===== config.mk =====
export PLATFORM = sky130hd
export DESIGN_NAME = vertex_component_to_float_flat
export DESIGN_NICKNAME = d
export VERILOG_FILES = /design/src/sv/vcf_pkg.sv /design/src/sv/vcf_if.sv /design/src/sv/vcf_prep.sv /design/src/sv/vcf_round.sv /design/src/sv/vertex_component_to_float.sv /design/src/flat_wrapper.sv
export VERILOG_INCLUDE_DIRS = /design/src /design/src/sv
export SDC_FILE = /design/constraint.sdc
export NUM_CORES = 1
export LEC_CHECK = 0
export ABC_AREA = 1
export BUFFER_PORTS_ARGS = -buffer_cell sky130_fd_sc_hd__buf_2
export CAP_MARGIN = 20
export CORE_MARGIN = 3
export CORE_UTILIZATION = 50
export DETAILED_ROUTE_END_ITERATION = 7
export GPL_TIMING_DRIVEN = 1
export HOLD_SLACK_MARGIN = 0.02
export PLACE_DENSITY = 0.71
export REMOVE_ABC_BUFFERS = 1
export SLEW_MARGIN = 0
export SYNTH_ARGS = -nofsm -noshare
export SYNTH_HDL_FRONTEND = slang
export SYNTH_HIERARCHICAL = 1
export SYNTH_SLANG_ARGS = --single-unit

===== constraint.sdc =====
create_clock -name clk -period 5.71 [get_ports clk]
set_input_delay 1.142 -clock clk [delete_from_list [all_inputs] [get_ports clk]]
set_output_delay 1.142 -clock clk [all_outputs]
set_load 0.02 [all_outputs]

===== src/sv/vertex_component_to_float_defines.svh =====
// ----------------------------------------------------------------------------
// vertex_component_to_float_defines
// assertion macros used by the converter rtl
// ----------------------------------------------------------------------------
`ifndef VERTEX_COMPONENT_TO_FLOAT_DEFINES_SVH
`define VERTEX_COMPONENT_TO_FLOAT_DEFINES_SVH
`ifndef ASSERT_OFF
// implication checked on every clock edge outside reset
`define VCF_ASSERT_IMP(lbl, ante, cons) \
	lbl: assert property (@(posedge clk) disable iff (!arst_n) (ante) |-> (cons)) \
	else $error("vcf assertion failed");
// condition in the cycle after the antecedent
`define VCF_ASSERT_NEXT(lbl, ante, cons) \
	lbl: assert property (@(posedge clk) disable iff (!arst_n) (ante) |=> (cons)) \
	else $error("vcf assertion failed");
`else
`define VCF_ASSERT_IMP(lbl, ante, cons)
`define VCF_ASSERT_NEXT(lbl, ante, cons)
`endif
`endif


===== src/sv/vcf_pkg.sv =====
// ----------------------------------------------------------------------------
// vcf_pkg
// shared types, codes and helpers of the vertex component converter
// ----------------------------------------------------------------------------
`timescale 1ns / 1ps
package vcf_pkg;

	typedef enum logic [2:0] {
		CT_S8    = 3'd0,
		CT_U8    = 3'd1,
		CT_S16   = 3'd2,
		CT_U16   = 3'd3,
		CT_U32   = 3'd4,
		CT_FLOAT = 3'd5
	} ctype_t;

	localparam logic CFG_IDX_TYPE = 1'b0;
	localparam logic CFG_IDX_NORM = 1'b1;
	localparam logic [2:0] CTYPE_RESET = 3'd5;

	// biased exponent of string bit 47
	localparam logic [7:0] EXP_INT  = 8'd158;
	localparam logic [7:0] EXP_FRAC = 8'd126;
	localparam logic [7:0] EXP_ONE  = 8'd127;

	typedef enum logic [1:0] {
		K_ZERO = 2'd0,
		K_PASS = 2'd1,
		K_ONE  = 2'd2,
		K_NORM = 2'd3
	} kind_t;

	// operand handed from decode to normalize/round
	typedef struct packed {
		kind_t        kind;
		logic         sign;
		logic [47:0]  str;
		logic [7:0]   exp_base;
		logic         force_sticky;
		logic [31:0]  raw;
	} prep_t;

	// leading zero count of a nonzero 32 bit word
	function automatic logic [4:0] lzc32(input logic [31:0] v);
		logic [4:0] n;
		n = 5'd0;
		for (int i = 0; i < 32; i++) begin
			if (v[i]) n = 5'(31 - i);
		end
		return n;
	endfunction

endpackage


===== src/sv/vcf_if.sv =====
// ----------------------------------------------------------------------------
// vcf stream interfaces
// valid/ready channels for raw components and float results
// ----------------------------------------------------------------------------
`timescale 1ns / 1ps
interface vcf_in_if;
	logic        valid;
	logic        ready;
	logic [31:0] raw_bytes;
	modport source (output valid, output raw_bytes, input ready);
	modport sink (input valid, input raw_bytes, output ready);
endinterface

interface vcf_out_if;
	logic        valid;
	logic        ready;
	logic [31:0] float_bits;
	modport source (output valid, output float_bits, input ready);
	modport sink (input valid, input float_bits, output ready);
endinterface


===== src/sv/vcf_prep.sv =====
// ----------------------------------------------------------------------------
// vcf_prep
// selects operand bits per component type and builds the bit string
// ----------------------------------------------------------------------------
`timescale 1ns / 1ps
module vcf_prep (
	input  logic [31:0]    raw,
	input  logic [2:0]     ctype,
	input  logic           norm,
	output vcf_pkg::prep_t prep
);
	logic [7:0]  b8;
	logic [15:0] b16;
	logic [7:0]  m8;
	logic [15:0] m16;
	logic [48:0] rep7;
	logic [59:0] rep15;

	assign b8    = raw[7:0];
	assign b16   = raw[15:0];
	assign m8    = b8[7] ? 8'(-b8) : b8;
	assign m16   = b16[15] ? 16'(-b16) : b16;
	// x/(2^w-1) below one is x repeated in w bit blocks
	assign rep7  = {7{m8[6:0]}};
	assign rep15 = {4{m16[14:0]}};

	always_comb begin
		prep.kind         = vcf_pkg::K_NORM;
		prep.sign         = 1'b0;
		prep.str          = 48'd0;
		prep.exp_base     = vcf_pkg::EXP_INT;
		prep.force_sticky = 1'b0;
		prep.raw          = raw;
		case (ctype)
			vcf_pkg::CT_S8: begin
				prep.sign = b8[7];
				if (norm) begin
					prep.str          = rep7[48:1];
					prep.exp_base     = vcf_pkg::EXP_FRAC;
					prep.force_sticky = 1'b1;
					if (m8 >= 8'd127) prep.kind = vcf_pkg::K_ONE;
				end else begin
					prep.str = {24'd0, m8, 16'd0};
				end
				if (m8 == 8'd0) prep.kind = vcf_pkg::K_ZERO;
			end
			vcf_pkg::CT_U8: begin
				if (norm) begin
					prep.str          = {6{b8}};
					prep.exp_base     = vcf_pkg::EXP_FRAC;
					prep.force_sticky = 1'b1;
					if (b8 == 8'hff) prep.kind = vcf_pkg::K_ONE;
				end else begin
					prep.str = {24'd0, b8, 16'd0};
				end
				if (b8 == 8'd0) prep.kind = vcf_pkg::K_ZERO;
			end
			vcf_pkg::CT_S16: begin
				prep.sign = b16[15];
				if (norm) begin
					prep.str          = rep15[59:12];
					prep.exp_base     = vcf_pkg::EXP_FRAC;
					prep.force_sticky = 1'b1;
					if (m16 >= 16'd32767) prep.kind = vcf_pkg::K_ONE;
				end else begin
					prep.str = {16'd0, m16, 16'd0};
				end
				if (m16 == 16'd0) prep.kind = vcf_pkg::K_ZERO;
			end
			vcf_pkg::CT_U16: begin
				if (norm) begin
					prep.str          = {3{b16}};
					prep.exp_base     = vcf_pkg::EXP_FRAC;
					prep.force_sticky = 1'b1;
					if (b16 == 16'hffff) prep.kind = vcf_pkg::K_ONE;
				end else begin
					prep.str = {16'd0, b16, 16'd0};
				end
				if (b16 == 16'd0) prep.kind = vcf_pkg::K_ZERO;
			end
			vcf_pkg::CT_U32: begin
				prep.str = {raw, 16'd0};
				if (raw == 32'd0) prep.kind = vcf_pkg::K_ZERO;
			end
			vcf_pkg::CT_FLOAT: prep.kind = vcf_pkg::K_PASS;
			default: prep.kind = vcf_pkg::K_ZERO;
		endcase
	end
endmodule


===== src/sv/vcf_round.sv =====
// ----------------------------------------------------------------------------
// vcf_round
// normalizes the bit string and rounds to single precision
// ----------------------------------------------------------------------------
`timescale 1ns / 1ps
module vcf_round (
	input  vcf_pkg::prep_t prep,
	output logic [31:0]    float_bits
);
	logic [4:0]  lz;
	logic [47:0] sh;
	logic [22:0] mant;
	logic        guard;
	logic        sticky;
	logic        up;
	logic [23:0] sum;
	logic [7:0]  expo;

	assign lz     = vcf_pkg::lzc32(prep.str[47:16]);
	assign sh     = prep.str << lz;
	assign mant   = sh[46:24];
	assign guard  = sh[23];
	assign sticky = (|sh[22:0]) | prep.force_sticky;
	assign up     = guard & (sticky | mant[0]);
	assign sum    = {1'b0, mant} + {23'd0, up};
	assign expo   = prep.exp_base - {3'd0, lz} + {7'd0, sum[23]};

	always_comb begin
		case (prep.kind)
			vcf_pkg::K_PASS: float_bits = prep.raw;
			vcf_pkg::K_ONE:  float_bits = {prep.sign, vcf_pkg::EXP_ONE, 23'd0};
			vcf_pkg::K_NORM: float_bits = {prep.sign, expo, sum[22:0]};
			default:         float_bits = 32'd0;
		endcase
	end
endmodule


===== src/sv/vertex_component_to_float.sv =====
// path: input beat -> input register -> result register -> result beat
// throughput: one beat per cycle; a waiting result stalls stage 1 once it is full
// reset: arst_n clears both stage valids; type resets to float32, normalize off
// config: write only while the pipe is empty
`timescale 1ns / 1ps
`include "vertex_component_to_float_defines.svh"
// ----------------------------------------------------------------------------
// vertex_component_to_float
// converts one raw vertex attribute component to an ieee single float
// ----------------------------------------------------------------------------
module vertex_component_to_float (
	input  logic        clk,
	input  logic        arst_n,
	input  logic        cfg_we,
	input  logic        cfg_index,
	input  logic [2:0]  cfg_wdata,
	vcf_in_if.sink      in_ch,
	vcf_out_if.source   out_ch
);
	// configuration registers
	logic [2:0]  ctype_q;
	logic        norm_q;

	// input register stage
	logic        valid_s1;
	logic [31:0] raw_s1;

	// result register stage
	logic        valid_s2;
	logic [31:0] float_bits_s2;

	logic           adv_s1;
	vcf_pkg::prep_t prep;
	logic [31:0]    float_bits;

	always_ff @(posedge clk or negedge arst_n) begin
		if (!arst_n) begin
			ctype_q <= vcf_pkg::CTYPE_RESET;
			norm_q  <= 1'b0;
		end else if (cfg_we) begin
			if (cfg_index == vcf_pkg::CFG_IDX_TYPE) ctype_q <= cfg_wdata;
			if (cfg_index == vcf_pkg::CFG_IDX_NORM) norm_q  <= cfg_wdata[0];
		end
	end

	// stage 1 moves on whenever the result register is free or being drained
	assign adv_s1      = !valid_s2 || out_ch.ready;
	assign in_ch.ready = !valid_s1 || adv_s1;

	always_ff @(posedge clk or negedge arst_n) begin
		if (!arst_n) begin
			valid_s1 <= 1'b0;
		end else if (in_ch.ready) begin
			valid_s1 <= in_ch.valid;
		end
	end

	always_ff @(posedge clk) begin
		if (in_ch.valid && in_ch.ready) raw_s1 <= in_ch.raw_bytes;
	end

	// decode the operand, then normalize and round
	vcf_prep u_prep (
		.raw   (raw_s1),
		.ctype (ctype_q),
		.norm  (norm_q),
		.prep  (prep)
	);

	vcf_round u_round (
		.prep       (prep),
		.float_bits (float_bits)
	);

	always_ff @(posedge clk or negedge arst_n) begin
		if (!arst_n) begin
			valid_s2 <= 1'b0;
		end else if (adv_s1) begin
			valid_s2 <= valid_s1;
		end
	end

	always_ff @(posedge clk) begin
		if (adv_s1 && valid_s1) float_bits_s2 <= float_bits;
	end

	assign out_ch.valid      = valid_s2;
	assign out_ch.float_bits = float_bits_s2;

	// an empty result register never holds back the input side
	`VCF_ASSERT_IMP(a_ready_when_empty, !valid_s2, in_ch.ready)
	// a full pipe with a stalled result takes no new beat
	`VCF_ASSERT_IMP(a_no_overrun, valid_s1 && valid_s2 && !out_ch.ready, !in_ch.ready)
	// integer paths never produce inf or nan
	`VCF_ASSERT_IMP(a_finite, valid_s2 && ctype_q != vcf_pkg::CT_FLOAT,
		float_bits_s2[30:23] != 8'hff)
endmodule

===== src/flat_wrapper.sv =====
// flat-port wrapper written by rule: the top's interface ports become plain ports
module vertex_component_to_float_flat 
  (clk, arst_n, cfg_we, cfg_index, cfg_wdata, in_ch_valid, in_ch_raw_bytes, in_ch_ready, out_ch_valid, out_ch_float_bits, out_ch_ready);
  vcf_in_if in_ch_i ();
  vcf_out_if out_ch_i ();
  input  logic clk;
  input  logic arst_n;
  input  logic cfg_we;
  input  logic cfg_index;
  input  logic [2:0] cfg_wdata;
  input wire logic [$bits(in_ch_i.valid)-1:0] in_ch_valid;
  input wire logic [$bits(in_ch_i.raw_bytes)-1:0] in_ch_raw_bytes;
  output wire logic [$bits(in_ch_i.ready)-1:0] in_ch_ready;
  output wire logic [$bits(out_ch_i.valid)-1:0] out_ch_valid;
  output wire logic [$bits(out_ch_i.float_bits)-1:0] out_ch_float_bits;
  input wire logic [$bits(out_ch_i.ready)-1:0] out_ch_ready;
  assign in_ch_i.valid = in_ch_valid;
  assign in_ch_i.raw_bytes = in_ch_raw_bytes;
  assign in_ch_ready = in_ch_i.ready;
  assign out_ch_valid = out_ch_i.valid;
  assign out_ch_float_bits = out_ch_i.float_bits;
  assign out_ch_i.ready = out_ch_ready;
  vertex_component_to_float u_core (.clk(clk), .arst_n(arst_n), .cfg_we(cfg_we), .cfg_index(cfg_index), .cfg_wdata(cfg_wdata), .in_ch(in_ch_i), .out_ch(out_ch_i));
endmodule

Word-level counts from Yosys, hierarchy flattened
Cells that the tools add are included.
{"block": "word_totals", "inputBits": 41, "regBits": 70, "output_inout_bits": 34, "elab_cells": 101}
{"block": "classes", "bitwise": 4, "shifts": 1, "muxes": 57, "magnitude_cmp": 2, "n_reduce_logical": 16, "eq_ne": 10, "add_sub_neg": 5}
{"cell": "case mux 48 bit (5 select lines)", "count": 1}
{"cell": "two-way mux 48 bit", "count": 4}
{"cell": "two-way mux 5 bit", "count": 32}
{"cell": "case mux 32 bit (3 select lines)", "count": 1}
{"cell": "<< shifter 48 x 5 -> 47 bit", "count": 1}
{"cell": "zero test 16 bit", "count": 2}
{"cell": "zero test 32 bit", "count": 1}
{"cell": "adder 23 x 1 -> 24 bit", "count": 1}
{"cell": "OR reduction 23 bit", "count": 1}
{"cell": "two-way mux 2 bit", "count": 9}
{"cell": "two-way mux 9 bit", "count": 2}
{"cell": "== test 16 bit (second input constant)", "count": 1}
{"cell": "greater-or-equal comparator 16 x 15 -> 1 bit (second input constant)", "count": 1}
{"cell": "zero test 8 bit", "count": 2}
{"cell": "two-way mux 16 bit", "count": 1}
{"cell": "negation 16 bit", "count": 1}
{"cell": "case mux 2 bit (6 select lines)", "count": 1}
{"cell": "adder 8 x 1 -> 8 bit", "count": 1}
{"cell": "== test 8 bit (second input constant)", "count": 1}
{"cell": "greater-or-equal comparator 8 x 7 -> 1 bit (second input constant)", "count": 1}
{"cell": "two-way mux 8 bit", "count": 1}
{"cell": "negation 8 bit", "count": 1}
{"cell": "subtractor 8 x 5 -> 8 bit", "count": 1}
{"cell": "== test 3 x 2 -> 1 bit (second input constant)", "count": 2}
{"cell": "15 further kinds", "count": 25}

Longest topological paths before layout
{"block": "logic_depth", "ltp_word": 44, "ltp_mapped": 70, "ltp_nobuf": 68}

By module
Netlist, hierarchy kept.
{"module": "vcf_round", "seq_area_each_um2": 0.0, "area_per_inst_um2": 5524.0, "n_inst": 1, "cells_per_inst": 1164}
{"module": "vcf_prep", "seq_area_each_um2": 0.0, "area_per_inst_um2": 2296.0, "n_inst": 1, "cells_per_inst": 447}
{"module": "vertex_component_to_float", "seq_area_each_um2": 2074.5, "area_per_inst_um2": 2178.3, "n_inst": 1, "cells_per_inst": 95}

Worst setup path after synthesis
OpenSTA, ideal clock, no wires.
{"block": "synth_timing", "path_kind": "reg2reg", "from": "reg u_core.raw_s1[0]", "to": "reg u_core.float_bits_s2[30] (netlist: u_core/out_ch.float_bits[30]), data pin", "t_required_ns": 5.454, "path_buffers": 1, "setup_time_ns": 0.256, "path_stages_with_launch": 68, "arrival_ns": 5.674, "synth_period_minus_slack_ns": 5.930, "slack_ns": -0.220, "path_cell_list": "edfxtp_1 > inv_2 > ha_1 > nand2_1 > inv_1 > nand2_1 > nand2_1 > nand2_1 > o21ai_1 > nor2_1 > inv_1 > nand3_1 > inv_2 > nand2_1 > nand2_1 > nand2_1 > nand2_1 > nand2_1 > [... 32 more ...] > nand2_1 > nor2_4 > nand2_2 > nor2_4 > nand2_1 > nor3_1 > nand4_1 > ha_1 > inv_1 > ha_1 > a21oi_1 > nand2_1 > a21oi_1 > o21ai_0 > a21o_1 > a21oi_1 > xor2_1 > a22o_1"}
{"item": "from (decl)", "line": "vertex_component_to_float.sv:26", "rtl": "logic [31:0] raw_s1;"}
{"item": "from (signal assigned)", "line": "vertex_component_to_float.sv:59", "rtl": "if (in_ch.valid && in_ch.ready) raw_s1 <= in_ch.raw_bytes;"}
{"item": "to (signal assigned)", "line": "vertex_component_to_float.sv:84", "rtl": "if (adv_s1 && valid_s1) float_bits_s2 <= float_bits;"}
{"item": "to (decl)", "line": "vertex_component_to_float.sv:30", "rtl": "logic [31:0] float_bits_s2;"}

==> flow_summary.yaml <==
run_status:
  outcome: "finished with violations"
  violations: "DRC, setup timing"
global_routing:
  grt_pass1_vias: 13400
  antenna_found_initial: 1
  global_route.overflow_total: 0
  grt_max_degree: 43
  grt.total_usage_pct: 43.4
  grt_pass1_wl_um: 74200
setup_path:
  cpMostUsedCell: "sky130_fd_sc_hd__nand2_1"
  critPathSlowestCell: "sky130_fd_sc_hd__dfstp_2"
  cp_slowest_stage_delay_ns: 0.55
  timing.rr.start: "u_core/ctype_q[0]"
  critPathKind: "reg2reg"
  setup.reg_to_reg.worst_slack_ns: -0.96
  critPathArrivalTime_ns: 6.77
  worstReg2RegEnd: "u_core/out_ch.float_bits[30]"
  critPathCaptureType: "flop"
  cp_data_required_time_ns: 5.81
  reg2regPathDepth: 60
  setup.worst_path.start_class: "flop"
  critical_path_peak_fanout: 9
clock_tree:
  tritoncts_clock_tree: "yes"
  holdBufCountCts: 0
  clock_tree_buffer_depth: 2
  clock_sink_count: 70
  cts_root_buf: "sky130_fd_sc_hd__clkbuf_16"
  cts_buffers: 9
  clk_pin_slew_worst_paths_ns: 0.06
  cts_htree_levels: 3
  clock_insertion_delay_worst_skew_ns: 0.35
pwr:
  power-per-cell-area_nw_per_um2: 571
  max-vdd-ir-drop_uv: 572
  cellLeakagePower_uw: 0.00736
  swShare_pct: 54.9
  pwr-share-clk_pct: 6.2
  internal_power_uw: 3850
  power_switching_uw: 4680
  comb_power_share_pct: 85.0
  p_seq_share_pct: 8.8
sta:
  timing.final.max_slew_violations: 0
  final.setup_skew_ns: 0.00882
  tightestPinTransition_ns: 1.08
  setup_viol: 15
  setup_tns_ns: -6.97
  period_share_pct: 117
  finalWorstPathRequiredPeriod_ns: 6.67
  grt_setup_unrepaired: "yes"
  relSlewSlack_pct: 27.9
  clock.fmax_mhz: 150
  final-hold-violation-count: 0
  timing.final.ws_setup_ns: -0.958
layout:
  final_common_cell: "sky130_fd_sc_hd__nand2_1"
  number_of_antenna_cells_inserted: 0
  post_route_cells_drive_above_1_share_pct: 39.6
  nets: 2156
  final_std_cell_area_no_fill_sq_um: 14900
  most-common-layout-cells: "452 x sky130_fd_sc_hd__nand2_1, 389 x sky130_fd_sc_hd__buf_4, 341 x sky130_fd_sc_hd__nand3_1, 133 x sky130_fd_sc_hd__inv_1, 120 x sky130_fd_sc_hd__nand3_2"
  final_core_util_pct: 76.4
  synthToLayoutAreaGrowth_pct: 49.3
placement:
  post-place-ws_ns: -0.959
  dpl_cell_area_sq_um: 13000
  dp_hpwl_um: 37900
  buffer_ports.inserted: 74
  gp_routability_congestion: 1.07
synthesis:
  synth_instances: 1706
  ys_warn_count: 6
  area_of_the_mapped_netlist_sq_um: 10000
  postSynth.asyncResetShare_pct: 8.57
  ys_seq_elements: 70
  synth_area_per_cell_sq_um: 5.86
  post_synth_num_cell_types: 51
  yosysSeqAreaShare_pct: 20.7
  edff_count_synth: 64
  synthFlopType: "sky130_fd_sc_hd__edfxtp_1"
worst_hold_path:
  hp-class: "reg2reg"
  worstHoldEndpoint: "u_core/out_ch.valid"
  hold_start: "u_core/valid_s1"
  worst_hold_path.num_cells: 2
flow_run:
  maxCapViolCount: 0
die:
  row_count: 51
  die_area_sq_um: 21700
  io_pins: 75
  floorplan.core_area_sq_um: 19500
  floorplan.die.width_um: 147
  die_height_um: 147
  floorplan.initialDensity_pct: 51.2
routing:
  detailroute.via_count: 14900
  detail_route.wirelength_um: 51200
  detail_route.vias_per_cell: 6.28
  detail_route.drc_violations: 4
  first_pass_iteration_count_of_the_detailed_router: 8
  first_iter_violations: 2476
  detail-route-antenna-nets: 0
  drt-wirelength-per-cell_um: 21.6
[state kept, by name (all words and copies together) (netlist names)]
name / count
u_core/ctype_q: 3
u_core/out_ch.valid: 1
u_core/valid_s1: 1
u_core/norm_q: 1
u_core/out_ch.float_bits: 32
u_core/raw_s1: 32
[layout make-up]
cell class	count	area, sq um
tap	265	332
timing repair buffer	492	3860
inverter	155	598
multi-input combinational	1370	7790
sequential	70	2070
fill	1590	4600
clock buffer	10	229
clock inverter	6	40.0
[worst max-delay path: cells and delay by family (launching register included)]
kind	cells	cell delay (ns)
AND/OR/NAND/NOR	43	3.64
adder cells (fa/ha/maj)	2	0.39
flip-flops	1	0.55
buffers and inverters	5	0.60
XOR/XNOR	1	0.14
AO/OA/AOI/OAI	9	1.07
[synthesized netlist by cell type, types with 9 or more instances]
cell / number / share of area, %
sky130_fd_sc_hd__a21oi_1: 41 / 2.1
sky130_fd_sc_hd__buf_1: 15 / 0.56
sky130_fd_sc_hd__buf_2: 18 / 0.90
sky130_fd_sc_hd__buf_4: 44 / 3.3
sky130_fd_sc_hd__clkbuf_1: 28 / 1.1
sky130_fd_sc_hd__edfxtp_1: 64 / 19
sky130_fd_sc_hd__ha_1: 16 / 2.0
sky130_fd_sc_hd__inv_1: 137 / 5.1
sky130_fd_sc_hd__inv_2: 16 / 0.60
sky130_fd_sc_hd__nand2_1: 518 / 19
sky130_fd_sc_hd__nand2_2: 24 / 1.5
sky130_fd_sc_hd__nand3_1: 461 / 23
sky130_fd_sc_hd__nand3_2: 10 / 1.0
sky130_fd_sc_hd__nand3b_1: 9 / 0.68
sky130_fd_sc_hd__nand4_1: 37 / 2.3
sky130_fd_sc_hd__nor2_1: 109 / 4.1
sky130_fd_sc_hd__nor2_2: 19 / 1.2
sky130_fd_sc_hd__nor2_4: 11 / 1.2
sky130_fd_sc_hd__nor3_1: 12 / 0.60
sky130_fd_sc_hd__o2111ai_1: 10 / 0.88
sky130_fd_sc_hd__o21ai_0: 21 / 1.1
sky130_fd_sc_hd__o21ai_1: 17 / 0.85
[metrics by stage]
step	total power, uW	instances	hold slack [ns]
6_report	8520	2368	0.529
5_1_grt	8990	2368	0.559
4_1_cts	7440	2338	0.524
3_5_place_dp	6530	2308	0.515
3_3_place_gp	6480	2308	0.486
2_1_floorplan	3880	1594	0.447
[cell families (layout without fill, tap and decap cells)]
kind of cell             count (synthesis)  in the layout  synth area share, %
other                                    2              5               0.0751
buffers and inverters                  270            663                 12.9
XOR/XNOR                                 6              6                0.526
AND/OR/NAND/NOR                       1222           1223                 56.3
adder cells (fa/ha/maj)                 17             17                 2.20
AO/OA/AOI/OAI                          119            119                 7.27
flip-flops                              70             70                 20.7
[power by group through the flow]
stage                     Clock, uW  Sequential (uW)  Combinational, uW
after floorplan                   0              850               3030
after global placement            0              744               5730
after detailed placement          0              749               5780
after CTS                       525              743               6170
after global routing            556              753               7680
final                           531              748               7250
[worst max-delay path by stage]
stage                                  from                           end  slack, ns  cells after the start
after floorplan           u_core/ctype_q[1]  u_core/out_ch.float_bits[30]      -1.64                     43
after global placement     u_core/raw_s1[4]  u_core/out_ch.float_bits[30]      -0.92                     66
after detailed placement   u_core/raw_s1[0]  u_core/out_ch.float_bits[30]      -0.96                     50
after CTS                  u_core/raw_s1[4]  u_core/out_ch.float_bits[29]      -0.78                     66
after global routing       u_core/raw_s1[1]  u_core/out_ch.float_bits[29]      -1.43                     67
final                     u_core/ctype_q[0]  u_core/out_ch.float_bits[30]      -0.96                     60
[timing repair]
item	CTS	global route
gates resized for setup	84	199
endpoints found under the setup margin	16	31
setup buffers	11	26
pin swaps	13	48
cloned	3	7
[per-layer routing]
metal,vias to the layer above,part of all wire [%],GRT usage (%),wire length [um]
met5,-,0.029,0,15
met4,2,6.9,21.5,3540
met3,293,15,12.2,7670
met2,1362,41,63.4,21200
met1,6709,37,59.1,18800
li1,6506,-,-,-
Power figures use the tool's default switching activity.
